File: config.mk
export PLATFORM = sky130hd
export DESIGN_NAME = voc_block_stream_parser_top
export DESIGN_NICKNAME = d
export VERILOG_FILES = /design/src/rtl/vbsp_pkg.sv /design/src/rtl/voc_block_stream_parser_top.sv /design/src/rtl/vbsp_datapath.sv /design/src/rtl/vbsp_ctrl.sv
export SDC_FILE = /design/constraint.sdc
export NUM_CORES = 2
export LEC_CHECK = 0
export BUFFER_PORTS_ARGS = -buffer_cell sky130_fd_sc_hd__buf_2
export CAP_MARGIN = 20
export CORE_ASPECT_RATIO = 1.1
export CORE_MARGIN = 4
export CORE_UTILIZATION = 25
export CTS_BUF_LIST = sky130_fd_sc_hd__clkbuf_2
export DETAILED_ROUTE_END_ITERATION = 7
export SYNTH_ARGS = -nofsm -noshare
export SYNTH_HDL_FRONTEND = slang
export SYNTH_SLANG_ARGS = --single-unit
File: constraint.sdc
create_clock -name clk_i -period 9.8 [get_ports clk_i]
set_clock_uncertainty 0.1 [all_clocks]
set_input_delay 0.98 -clock clk_i [delete_from_list [all_inputs] [get_ports clk_i]]
set_output_delay 0.98 -clock clk_i [all_outputs]
set_load 0.005 [all_outputs]
File: src/rtl/vbsp_pkg.sv
// -----------------------------------------------------------------------------
// vbsp_pkg
// Shared types and constants of the sound-container stream parser.
// -----------------------------------------------------------------------------
package vbsp_pkg;

  localparam int unsigned SigLen = 20;
  localparam logic [31:0] MinFileSize = 32'd26;
  localparam logic [31:0] RateNum = 32'd1000000;

  // Parse phases
  localparam logic [2:0] PhSig  = 3'd0;
  localparam logic [2:0] PhOff  = 3'd1;
  localparam logic [2:0] PhSeek = 3'd2;
  localparam logic [2:0] PhType = 3'd3;
  localparam logic [2:0] PhLen  = 3'd4;
  localparam logic [2:0] PhBody = 3'd5;
  localparam logic [2:0] PhStop = 3'd6;

  // Block types
  localparam logic [7:0] BlkEnd   = 8'd0;
  localparam logic [7:0] BlkSound = 8'd1;
  localparam logic [7:0] BlkCont  = 8'd2;
  localparam logic [7:0] BlkNew   = 8'd9;

  // Status codes
  localparam logic [1:0] StOk     = 2'd0;
  localparam logic [1:0] StSig    = 2'd1;
  localparam logic [1:0] StOffset = 2'd2;
  localparam logic [1:0] StNoData = 2'd3;

  // Commands from the controller to the datapath
  typedef struct packed {
    logic step;        // an input byte is taken
    logic rep_start;   // begin the report arithmetic
    logic div_step;    // one restoring division step
    logic mul_step;    // register the byte-rate product
  } vbsp_cmd_t;

  // Status from the datapath to the controller
  typedef struct packed {
    logic emit;        // the byte taken produces a sample transfer
    logic finish;      // the byte taken is the last of the file
    logic active;      // the byte is not ignored
    logic div_done;
  } vbsp_stat_t;

  function automatic logic [7:0] sig_byte(input logic [4:0] idx);
    logic [7:0] r;
    begin
      unique case (idx)
        5'd0: r = 8'h43;  5'd1: r = 8'h72;  5'd2: r = 8'h65;  5'd3: r = 8'h61;
        5'd4: r = 8'h74;  5'd5: r = 8'h69;  5'd6: r = 8'h76;  5'd7: r = 8'h65;
        5'd8: r = 8'h20;  5'd9: r = 8'h56;  5'd10: r = 8'h6F; 5'd11: r = 8'h69;
        5'd12: r = 8'h63; 5'd13: r = 8'h65; 5'd14: r = 8'h20; 5'd15: r = 8'h46;
        5'd16: r = 8'h69; 5'd17: r = 8'h6C; 5'd18: r = 8'h65; 5'd19: r = 8'h1A;
        default: r = 8'h00;
      endcase
      return r;
    end
  endfunction

endpackage

File: src/rtl/voc_block_stream_parser_top.sv
// -----------------------------------------------------------------------------
// voc_block_stream_parser_top
// Streaming parser for a sound-container file with sample pass-through.
// -----------------------------------------------------------------------------
// The stream runs at one byte a cycle whenever the output register is free
// and the report is not under way; a sample transfer held in that register
// by a stall holds off the next byte. After the last byte the report is
// formed in order: 32 steps of the restoring divider that forms the rate of
// the old sound block, a state to see it finish, the byte-rate multiplier and
// the load of the report. No byte is taken in that time. Write file_size
// before streaming; after the report every byte is taken and ignored until
// reset.
module voc_block_stream_parser_top import vbsp_pkg::*; (
  input  logic        clk_i,
  input  logic        rst_ni,
  input  logic        cfg_we_i,
  input  logic [31:0] cfg_wdata_i,
  input  logic        in_valid_i,
  output logic        in_stall_o,
  input  logic [7:0]  byte_in_i,
  output logic        out_valid_o,
  input  logic        out_stall_i,
  output logic        kind_o,
  output logic [7:0]  data_byte_o,
  output logic [31:0] sample_rate_o,
  output logic [7:0]  bits_per_sample_o,
  output logic [7:0]  channel_count_o,
  output logic [31:0] sample_byte_count_o,
  output logic [15:0] block_align_o,
  output logic [31:0] byte_rate_o,
  output logic [1:0]  status_o,
  output logic        last_o
);

  vbsp_cmd_t   cmd;
  vbsp_stat_t  stat;
  logic        kind, smp_ld;
  logic [7:0]  smp_q;
  logic [31:0] rate, count, brate;
  logic [7:0]  bits, chans;
  logic [15:0] align;
  logic [1:0]  status;

  vbsp_ctrl u_ctrl (
    .clk_i, .rst_ni, .in_valid_i, .in_stall_o, .out_valid_o, .out_stall_i,
    .out_kind_o(kind), .out_sample_ld_o(smp_ld), .stat_i(stat), .cmd_o(cmd)
  );

  vbsp_datapath u_dp (
    .clk_i, .rst_ni, .cfg_we_i, .cfg_wdata_i, .byte_in_i, .cmd_i(cmd),
    .stat_o(stat), .rate_o(rate), .bits_o(bits), .chans_o(chans),
    .count_o(count), .align_o(align), .byte_rate_o(brate), .status_o(status)
  );

  // Sample byte register
  always_ff @(posedge clk_i) begin
    if (smp_ld) smp_q <= byte_in_i;
  end

  // Report fields read zero on a sample transfer
  assign kind_o              = kind;
  assign data_byte_o         = kind ? 8'd0 : smp_q;
  assign sample_rate_o       = kind ? rate : '0;
  assign bits_per_sample_o   = kind ? bits : '0;
  assign channel_count_o     = kind ? chans : '0;
  assign sample_byte_count_o = kind ? count : '0;
  assign block_align_o       = kind ? align : '0;
  assign byte_rate_o         = kind ? brate : '0;
  assign status_o            = kind ? status : '0;
  assign last_o              = kind;

endmodule

File: src/rtl/vbsp_datapath.sv
// -----------------------------------------------------------------------------
// vbsp_datapath
// Parse state, block walker, format registers and the report arithmetic.
// -----------------------------------------------------------------------------
module vbsp_datapath import vbsp_pkg::*; (
  input  logic        clk_i,
  input  logic        rst_ni,
  input  logic        cfg_we_i,
  input  logic [31:0] cfg_wdata_i,
  input  logic [7:0]  byte_in_i,
  input  vbsp_cmd_t   cmd_i,
  output vbsp_stat_t  stat_o,
  output logic [31:0] rate_o,
  output logic [7:0]  bits_o,
  output logic [7:0]  chans_o,
  output logic [31:0] count_o,
  output logic [15:0] align_o,
  output logic [31:0] byte_rate_o,
  output logic [1:0]  status_o
);

  logic [31:0] file_size_q;
  logic [31:0] pos_q, pos_d;
  logic [2:0]  phase_q, phase_d;
  logic [15:0] offset_q, offset_d;
  logic [7:0]  kind_q, kind_d;
  logic [23:0] len_q, len_d;
  logic [23:0] idx_q, idx_d;
  logic        acc_q, acc_d;
  logic [31:0] gather_q, gather_d;
  logic        fmt_q, fmt_d;
  logic [31:0] rod_q, rod_d;
  logic        divm_q, divm_d;
  logic [7:0]  bits_q, bits_d;
  logic [7:0]  chans_q, chans_d;
  logic [31:0] count_q, count_d;
  logic [1:0]  err_q, err_d;
  logic        done_q, done_d;
  logic [31:0] held_q, held_d;

  logic        emit;
  logic [31:0] pos_inc;
  logic [15:0] off_full;
  logic [23:0] len_new;
  logic [23:0] idx_inc;
  logic [31:0] gath_or;

  // Configuration register
  always_ff @(posedge clk_i or negedge rst_ni) begin
    if (!rst_ni) begin
      file_size_q <= '0;
    end else if (cfg_we_i) begin
      file_size_q <= cfg_wdata_i;
    end
  end

  assign pos_inc  = pos_q + 32'd1;
  assign off_full = {byte_in_i, offset_q[7:0]};
  assign len_new  = len_q | ({16'd0, byte_in_i} << {idx_q[1:0], 3'b000});
  assign idx_inc  = idx_q + 24'd1;
  assign gath_or  = gather_q | ({24'd0, byte_in_i} << {idx_q[1:0], 3'b000});

  // Block walker: next state for one byte
  always_comb begin
    pos_d = pos_q;  phase_d = phase_q;  offset_d = offset_q;  kind_d = kind_q;
    len_d = len_q;  idx_d = idx_q;  acc_d = acc_q;  gather_d = gather_q;
    fmt_d = fmt_q;  rod_d = rod_q;  divm_d = divm_q;  bits_d = bits_q;
    chans_d = chans_q;  count_d = count_q;  err_d = err_q;  done_d = done_q;
    held_d = held_q;  emit = 1'b0;
    if (!done_q && file_size_q != 32'd0) begin
      unique case (phase_q)
        PhSig: begin
          // pos stays below 20 here, so the low five bits index the signature
          if (byte_in_i != sig_byte(pos_q[4:0])) begin
            err_d = StSig;  phase_d = PhStop;
          end else if (pos_q >= 32'd19) begin
            phase_d = PhOff;
          end
        end
        PhOff: begin
          if (pos_q == 32'd20) begin
            offset_d = {8'd0, byte_in_i};
          end else begin
            offset_d = off_full;
            if (off_full < 16'd26 || {16'd0, off_full} > file_size_q) begin
              err_d = StOffset;  phase_d = PhStop;
            end else begin
              phase_d = PhSeek;
            end
          end
        end
        PhSeek, PhType: begin
          if (phase_q == PhType || pos_q == {16'd0, offset_q}) begin
            if (byte_in_i == BlkEnd || ({1'b0, pos_q} + 33'd4) > {1'b0, file_size_q}) begin
              phase_d = PhStop;
            end else begin
              kind_d = byte_in_i;  len_d = '0;  idx_d = '0;  acc_d = 1'b0;
              phase_d = PhLen;
            end
          end
        end
        PhLen: begin
          len_d = len_new;  idx_d = idx_inc;
          if (idx_inc >= 24'd3) begin
            if (({1'b0, pos_q} + 33'd1 + {9'd0, len_new}) > {1'b0, file_size_q}) begin
              phase_d = PhStop;
            end else begin
              idx_d = '0;  acc_d = (kind_q == BlkCont);
              phase_d = (len_new == 24'd0) ? PhType : PhBody;
            end
          end
        end
        PhBody: begin
          if (kind_q == BlkSound && len_q >= 24'd2) begin
            if (idx_q == 24'd0) begin
              gather_d = {24'd0, byte_in_i};
            end else if (idx_q == 24'd1) begin
              if (byte_in_i == 8'd0) begin
                acc_d = 1'b1;
                if (!fmt_q) begin
                  rod_d = gather_q;  divm_d = 1'b1;  bits_d = 8'd8;
                  chans_d = 8'd1;  fmt_d = 1'b1;
                end
              end
            end else begin
              emit = acc_q;
            end
          end else if (kind_q == BlkCont) begin
            emit = 1'b1;
          end else if (kind_q == BlkNew && len_q >= 24'd12) begin
            if (idx_q < 24'd8) begin
              if (idx_q == 24'd0 || idx_q == 24'd4) gather_d = {24'd0, byte_in_i};
              else gather_d = gath_or;
              if (idx_q == 24'd3) held_d = gath_or;
              if (idx_q == 24'd7 && gath_or[31:16] == 16'd0) begin
                acc_d = 1'b1;
                if (!fmt_q) begin
                  rod_d = held_q;  divm_d = 1'b0;  bits_d = gath_or[7:0];
                  chans_d = gath_or[15:8];  fmt_d = 1'b1;
                end
              end
            end else if (idx_q >= 24'd12) begin
              emit = acc_q;
            end
          end
          if (emit) count_d = count_q + 32'd1;
          idx_d = idx_inc;
          if (idx_inc >= len_q) phase_d = PhType;
        end
        default: ;
      endcase
      pos_d = pos_inc;
      if (pos_inc >= file_size_q) done_d = 1'b1;
    end
  end

  always_ff @(posedge clk_i or negedge rst_ni) begin
    if (!rst_ni) begin
      pos_q <= '0;  phase_q <= PhSig;  offset_q <= '0;  kind_q <= '0;
      len_q <= '0;  idx_q <= '0;  acc_q <= 1'b0;  gather_q <= '0;
      fmt_q <= 1'b0;  rod_q <= '0;  divm_q <= 1'b0;  bits_q <= 8'd8;
      chans_q <= 8'd1;  count_q <= '0;  err_q <= '0;  done_q <= 1'b0;
      held_q <= '0;
    end else if (cmd_i.step) begin
      pos_q <= pos_d;  phase_q <= phase_d;  offset_q <= offset_d;  kind_q <= kind_d;
      len_q <= len_d;  idx_q <= idx_d;  acc_q <= acc_d;  gather_q <= gather_d;
      fmt_q <= fmt_d;  rod_q <= rod_d;  divm_q <= divm_d;  bits_q <= bits_d;
      chans_q <= chans_d;  count_q <= count_d;  err_q <= err_d;  done_q <= done_d;
      held_q <= held_d;
    end
  end

  assign stat_o.emit   = emit;
  assign stat_o.active = !done_q && file_size_q != 32'd0;
  assign stat_o.finish = stat_o.active && (pos_inc >= file_size_q);

  // Report arithmetic: restoring divider, one quotient bit a cycle
  logic [31:0] quo_q, quo_d;
  logic [8:0]  rem_q, rem_d;
  logic [8:0]  den;
  logic [4:0]  dcnt_q;
  logic        dbusy_q;
  logic [9:0]  trial;
  logic [31:0] rate;
  logic [15:0] align;
  logic [31:0] brate_q;

  assign den   = 9'd256 - {1'b0, rod_q[7:0]};
  assign trial = {rem_q, RateNum[5'd31 - dcnt_q]};
  always_comb begin
    rem_d = trial[8:0];
    quo_d = quo_q;
    if (trial >= {1'b0, den}) begin
      rem_d = 9'(trial - {1'b0, den});
      quo_d[5'd31 - dcnt_q] = 1'b1;
    end
  end

  always_ff @(posedge clk_i or negedge rst_ni) begin
    if (!rst_ni) begin
      dbusy_q <= 1'b0;  dcnt_q <= '0;
    end else if (cmd_i.rep_start) begin
      dbusy_q <= 1'b1;  dcnt_q <= '0;
    end else if (cmd_i.div_step && dbusy_q) begin
      dcnt_q <= dcnt_q + 5'd1;
      if (dcnt_q == 5'd31) dbusy_q <= 1'b0;
    end
  end

  always_ff @(posedge clk_i) begin
    if (cmd_i.rep_start) begin
      quo_q <= '0;  rem_q <= '0;
    end else if (cmd_i.div_step && dbusy_q) begin
      quo_q <= quo_d;  rem_q <= rem_d;
    end
    if (cmd_i.mul_step) brate_q <= 32'(rate * {16'd0, align});
  end

  assign stat_o.div_done = !dbusy_q;
  assign rate  = divm_q ? quo_q : rod_q;
  assign align = 16'({8'd0, chans_q} * {11'd0, bits_q[7:3]});

  assign rate_o      = rate;
  assign bits_o      = bits_q;
  assign chans_o     = chans_q;
  assign count_o     = count_q;
  assign align_o     = align;
  assign byte_rate_o = brate_q;
  always_comb begin
    priority if (file_size_q < MinFileSize) status_o = StSig;
    else if (err_q != StOk) status_o = err_q;
    else if (!fmt_q || count_q == 32'd0) status_o = StNoData;
    else status_o = StOk;
  end

endmodule

File: src/rtl/vbsp_ctrl.sv
// -----------------------------------------------------------------------------
// vbsp_ctrl
// Handshake controller: byte intake, sample transfer and the final report.
// -----------------------------------------------------------------------------
module vbsp_ctrl import vbsp_pkg::*; (
  input  logic       clk_i,
  input  logic       rst_ni,
  input  logic       in_valid_i,
  output logic       in_stall_o,
  output logic       out_valid_o,
  input  logic       out_stall_i,
  output logic       out_kind_o,
  output logic       out_sample_ld_o,
  input  vbsp_stat_t stat_i,
  output vbsp_cmd_t  cmd_o
);

  localparam logic [2:0] StIdle = 3'd0;
  localparam logic [2:0] StSmp  = 3'd1;  // never entered: no transition leads here
  localparam logic [2:0] StDiv  = 3'd2;
  localparam logic [2:0] StMul  = 3'd3;
  localparam logic [2:0] StRep  = 3'd4;
  localparam logic [2:0] StDone = 3'd5;

  logic [2:0] state_q, state_d;
  logic       ovalid_q, ovalid_d;
  logic       okind_q, okind_d;
  logic       take, free;

  // Output register is free when empty or being drained this cycle.
  // After the report every byte is taken and dropped.
  assign free = !ovalid_q || !out_stall_i;
  assign in_stall_o = !((state_q == StIdle && free) || state_q == StDone);
  assign take = in_valid_i && !in_stall_o;

  always_comb begin
    state_d = state_q;  ovalid_d = ovalid_q && out_stall_i;  okind_d = okind_q;
    cmd_o = '0;  out_sample_ld_o = 1'b0;
    unique case (state_q)
      StIdle: begin
        if (take) begin
          cmd_o.step = 1'b1;
          if (stat_i.active && stat_i.emit) begin
            ovalid_d = 1'b1;  okind_d = 1'b0;  out_sample_ld_o = 1'b1;
          end
          if (stat_i.finish) begin
            cmd_o.rep_start = 1'b1;
            state_d = StDiv;
          end
        end
      end
      StDiv: begin
        cmd_o.div_step = 1'b1;
        if (stat_i.div_done) state_d = StMul;
      end
      StMul: begin
        cmd_o.mul_step = 1'b1;
        state_d = StRep;
      end
      StRep: begin
        if (free) begin
          ovalid_d = 1'b1;  okind_d = 1'b1;  state_d = StDone;
        end
      end
      StDone, StSmp: ;
      default: state_d = StIdle;
    endcase
  end

  always_ff @(posedge clk_i or negedge rst_ni) begin
    if (!rst_ni) begin
      state_q <= StIdle;  ovalid_q <= 1'b0;  okind_q <= 1'b0;
    end else begin
      state_q <= state_d;  ovalid_q <= ovalid_d;  okind_q <= okind_d;
    end
  end

  assign out_valid_o = ovalid_q;
  assign out_kind_o  = okind_q;

  // A stalled result stays valid and keeps its kind
  a_hold: assert property (@(posedge clk_i) disable iff (!rst_ni)
    out_valid_o && out_stall_i |=> out_valid_o && $stable(out_kind_o))
    else $error("result changed while stalled");
  // No byte is taken while report arithmetic runs
  a_nobusy: assert property (@(posedge clk_i) disable iff (!rst_ni)
    (state_q == StDiv || state_q == StMul) |-> in_stall_o)
    else $error("byte taken during report");
  // The report is the final transfer
  a_final: assert property (@(posedge clk_i) disable iff (!rst_ni)
    state_q == StDone |=> state_q == StDone)
    else $error("left done state");

endmodule
==> metrics <==
Synth Area in XOR/XNOR=0.06528; Sw Pwr=0.8964 mW; synth top area cells=dfrtp_1 21%, fa_1 16%, ha_1 9.6%; Design Area, Final=39,770 µm²; Power Internal=2.089 mW; Vias=29,288; nets=4,806; Critical Path RT=10,800 ps; final hold slack=149.5 ps; site row count=144; CTS H-tree lvls=3; mux share of post-synthesis cell area=0.03578; core box area=140,200 µm²; PnR worst setup slack=374.1 ps; status=complete, no violations; Post-synth ARST share=0.7874; FF/Latch Area=9540 µm²; clk buf depth=3; drt first-iter violations=2,102; Post-DP HPWL=84,070 µm; fin. max-slew vios=0; slew margin rel.=0.2219; sw frac=0.3002; Seq cells post-synth=381; die width=366.0 µm; grt total ovfl=0; RSZ-0062 raised after global routing=no; PwrDens=75.08 nW/µm²; met3 GRT Util=0.02554; post-synthesis adder-cell area fraction=0.2532; Crit Path Class=reg2reg; clk slew on worst S/H paths=140 ps; YS warnings=0; Post-Syn Area=35,250 µm²; Layout area overhead=12.81%; DR vias/cell=4.779; First-pass DRT Iterations=7; Mapped Cells=4,009; GPL Wtd Cong=0.8978; VDD IR-drop max=0.00007427 V; Hold Crit Class=in2async; Clk Latency, worst-skew pair=1340 ps; fmax=0.1061 GHz; WP data arrival=10,430 ps; CTS root buf=clkbuf_2; part of the Yosys area used for sequential elements=0.2704; largest net degree at the start of global routing=138; Critical Path Most Common Cell=fa_1; # DRC=0; number of max-cap violations=0; post-synthesis compound-gate area fraction=0.1165; Initial Util=0.2515; die height=401.8 µm; via count of the first global-routing pass=29,674; layout cell share with drive strength beyond 1=0.1235; synthesized area per cell=8.792 µm²; Final Hold Fails=0; Synth top area share=0.2116; Routed Antenna Nets=0; clock power share=0.397; busiest layer in global routing=met2; Avg WL per Cell=18.06 µm; setup_tns=0 ps; DP Worst Slack=-119.1 ps; non-filler cells, final=6,128; largest family of logic cells by synthesized area=adder cells; Final setup viols=0; initial antenna violation count=8; met1 GRT Util=0.1938; synth unique cells=89; Max FO, Critical Path=10; PnR Total Power=2.986 mW; area share of and/or/nand/nor cells after synthesis=0.1878; CTS buffer count=106; CTS tree=done; min cycle time layout=9426 ps; crit path max-delay cell type=fa_1; post-layout util=0.2837; crit end category=flop; leakage power=18.50 nW; IO Port Bufs=183; total routed wirelength=110,700 µm; CP Launch Type=flop; Yosys top cell by area=dfrtp_1; CTS sink count=381; number of flops mapped to enable cells by yosys=40; dominant synthesized flop cell=dfrtp_1; post-place instance area=38,160 µm²; filler cell count=14,985; worst slew pin tran=1135 ps; Comb pwr share=0.065; # IOs=187; full die area=147,100 µm²; fin crit share=0.9618; slowest stage delay, CP=550 ps; first-pass GRT wire length=173,300 µm; area occupied by multi-input gates=23,380 µm²; Post-Place Cells=5,876; met2 Track Usage GR=0.2491; sequential power share=0.538; GRT Util Overall=0.1484
path summary, 6_finish.rpt:
check | from | to | slack [ps] | cells past startpoint
max | u_dp.chans_o[2]$_DFFE_PN0P_ | u_dp.byte_rate_o[31]$_DFFE_PN_ | 370 | 35
min | rst_ni | u_ctrl.out_valid_o$_DFF_PN0_ | 150 | 2
max reg2reg | u_dp.chans_o[2]$_DFFE_PN0P_ | u_dp.byte_rate_o[31]$_DFFE_PN_ | 370 | 35
min reg2reg | u_dp.rem_q[8]$_SDFFE_PP0P_ | u_dp.rem_q[8]$_SDFFE_PP0P_ | 370 | 2
max in group asynchronous | rst_ni | u_dp.held_q[12]$_DFFE_PN0P_ | 7770 | 3
min in group clk_i | cfg_we_i | u_dp.file_size_q[2]$_DFFE_PN0P_ | 230 | 3
synthesized netlist by cell type, drive strengths merged (37+ instances only):
library cell / n
and2: 119
edfxtp: 40
nor2b: 43
clkbuf: 154
o21a: 37
nand2b: 58
a21oi: 209
xnor2: 171
nand4: 57
nand3: 84
dfrtp: 298
o21ai: 148
nor2: 414
nor4: 41
xor2: 84
fa: 277
a21o: 66
ha: 270
mux2i: 72
inv: 438
dfxtp: 41
buf: 52
nand2: 459
mux2: 46
cells by family (layout without fill, tap and decap cells):
| group | Yosys count | in the layout |
|---|---|---|
| simple gates | 1407 | 1407 |
| xor+xnor | 258 | 259 |
| fa+ha+maj | 547 | 547 |
| other cells | 1 | 13 |
| buf+inv | 644 | 925 |
| compound gates | 652 | 652 |
| flops | 381 | 381 |
| mux | 119 | 119 |
state kept, by name (all words and copies together) (netlist names), 8 cells and up:
name and cells:
u_dp.offset_q 16, smp_q 8, u_dp.kind_q 8, u_dp.held_q 32
u_dp.gather_q 32, u_dp.count_o 32, u_dp.pos_q 32, u_dp.byte_rate_o 32
u_dp.file_size_q 32, u_dp.quo_q 32, u_dp.chans_o 8, u_dp.idx_q 24
u_dp.rod_q 32, u_dp.bits_o 8, u_dp.len_q 24, u_dp.rem_q 9
power groups by stage:
| stage | registers, mW | logic [mW] | clock network (mW) |
|---|---|---|---|
| finish | 1.61 | 0.194 | 1.18 |
| global route | 1.61 | 0.220 | 1.34 |
| CTS | 1.61 | 0.195 | 1.25 |
| detailed placement | 1.64 | 0.181 | 0 |
| global placement | 1.64 | 0.175 | 0 |
| floorplan | 1.64 | 0.0967 | 0 |
layout make-up:
cell class	count	area share
multi-input cells	2987	0.5880
flip-flops and latches	381	0.2399
well taps	1825	0.05742
repair buffers	300	0.04883
inverters	438	0.04134
clock buffers	145	0.01825
clock inverters	42	0.005632
diodes	10	0.0006293
what timing repair did:
item                       4_1_cts  5_1_grt
setup endpoints to repair        1        6
pin swaps                        1       17
setup buffers                    0       10
hold buffers                    42        0
hold endpoints to repair       169        0
gates resized for setup          1       18
cloned                           0        1
placed cells by master (no fill, tap or decap), drive strengths merged, types with 36 or more instances in the layout:
master       count
nand4           57
clkinv          37
buf            258
nor2           414
nand2          459
xor2            84
dfxtp           41
nand3           84
nand2b          58
o21ai          148
o21a            37
nor4            41
a21oi          209
xnor2          172
dlygate4sd3     42
dfrtp          298
clkbuf         145
mux2i           72
a21o            66
inv            443
edfxtp          40
mux2            46
and2           119
nor3            36
fa             277
ha             270
nor2b           43
layer usage:
metal,vias up,part of all wire
li1,13759,-
met1,14479,0.44
met2,879,0.48
met3,171,0.057
met4,0,0.026
met5,-,0
critical path, delay by kind of cell (launching register included):
family / cells / cell delay, ps
flops: 1 / 450
fa+ha+maj: 10 / 4730
buf+inv: 7 / 840
compound gates: 11 / 2230
simple gates: 5 / 570
xor+xnor: 2 / 270
(Power assumes the default switching activity.)
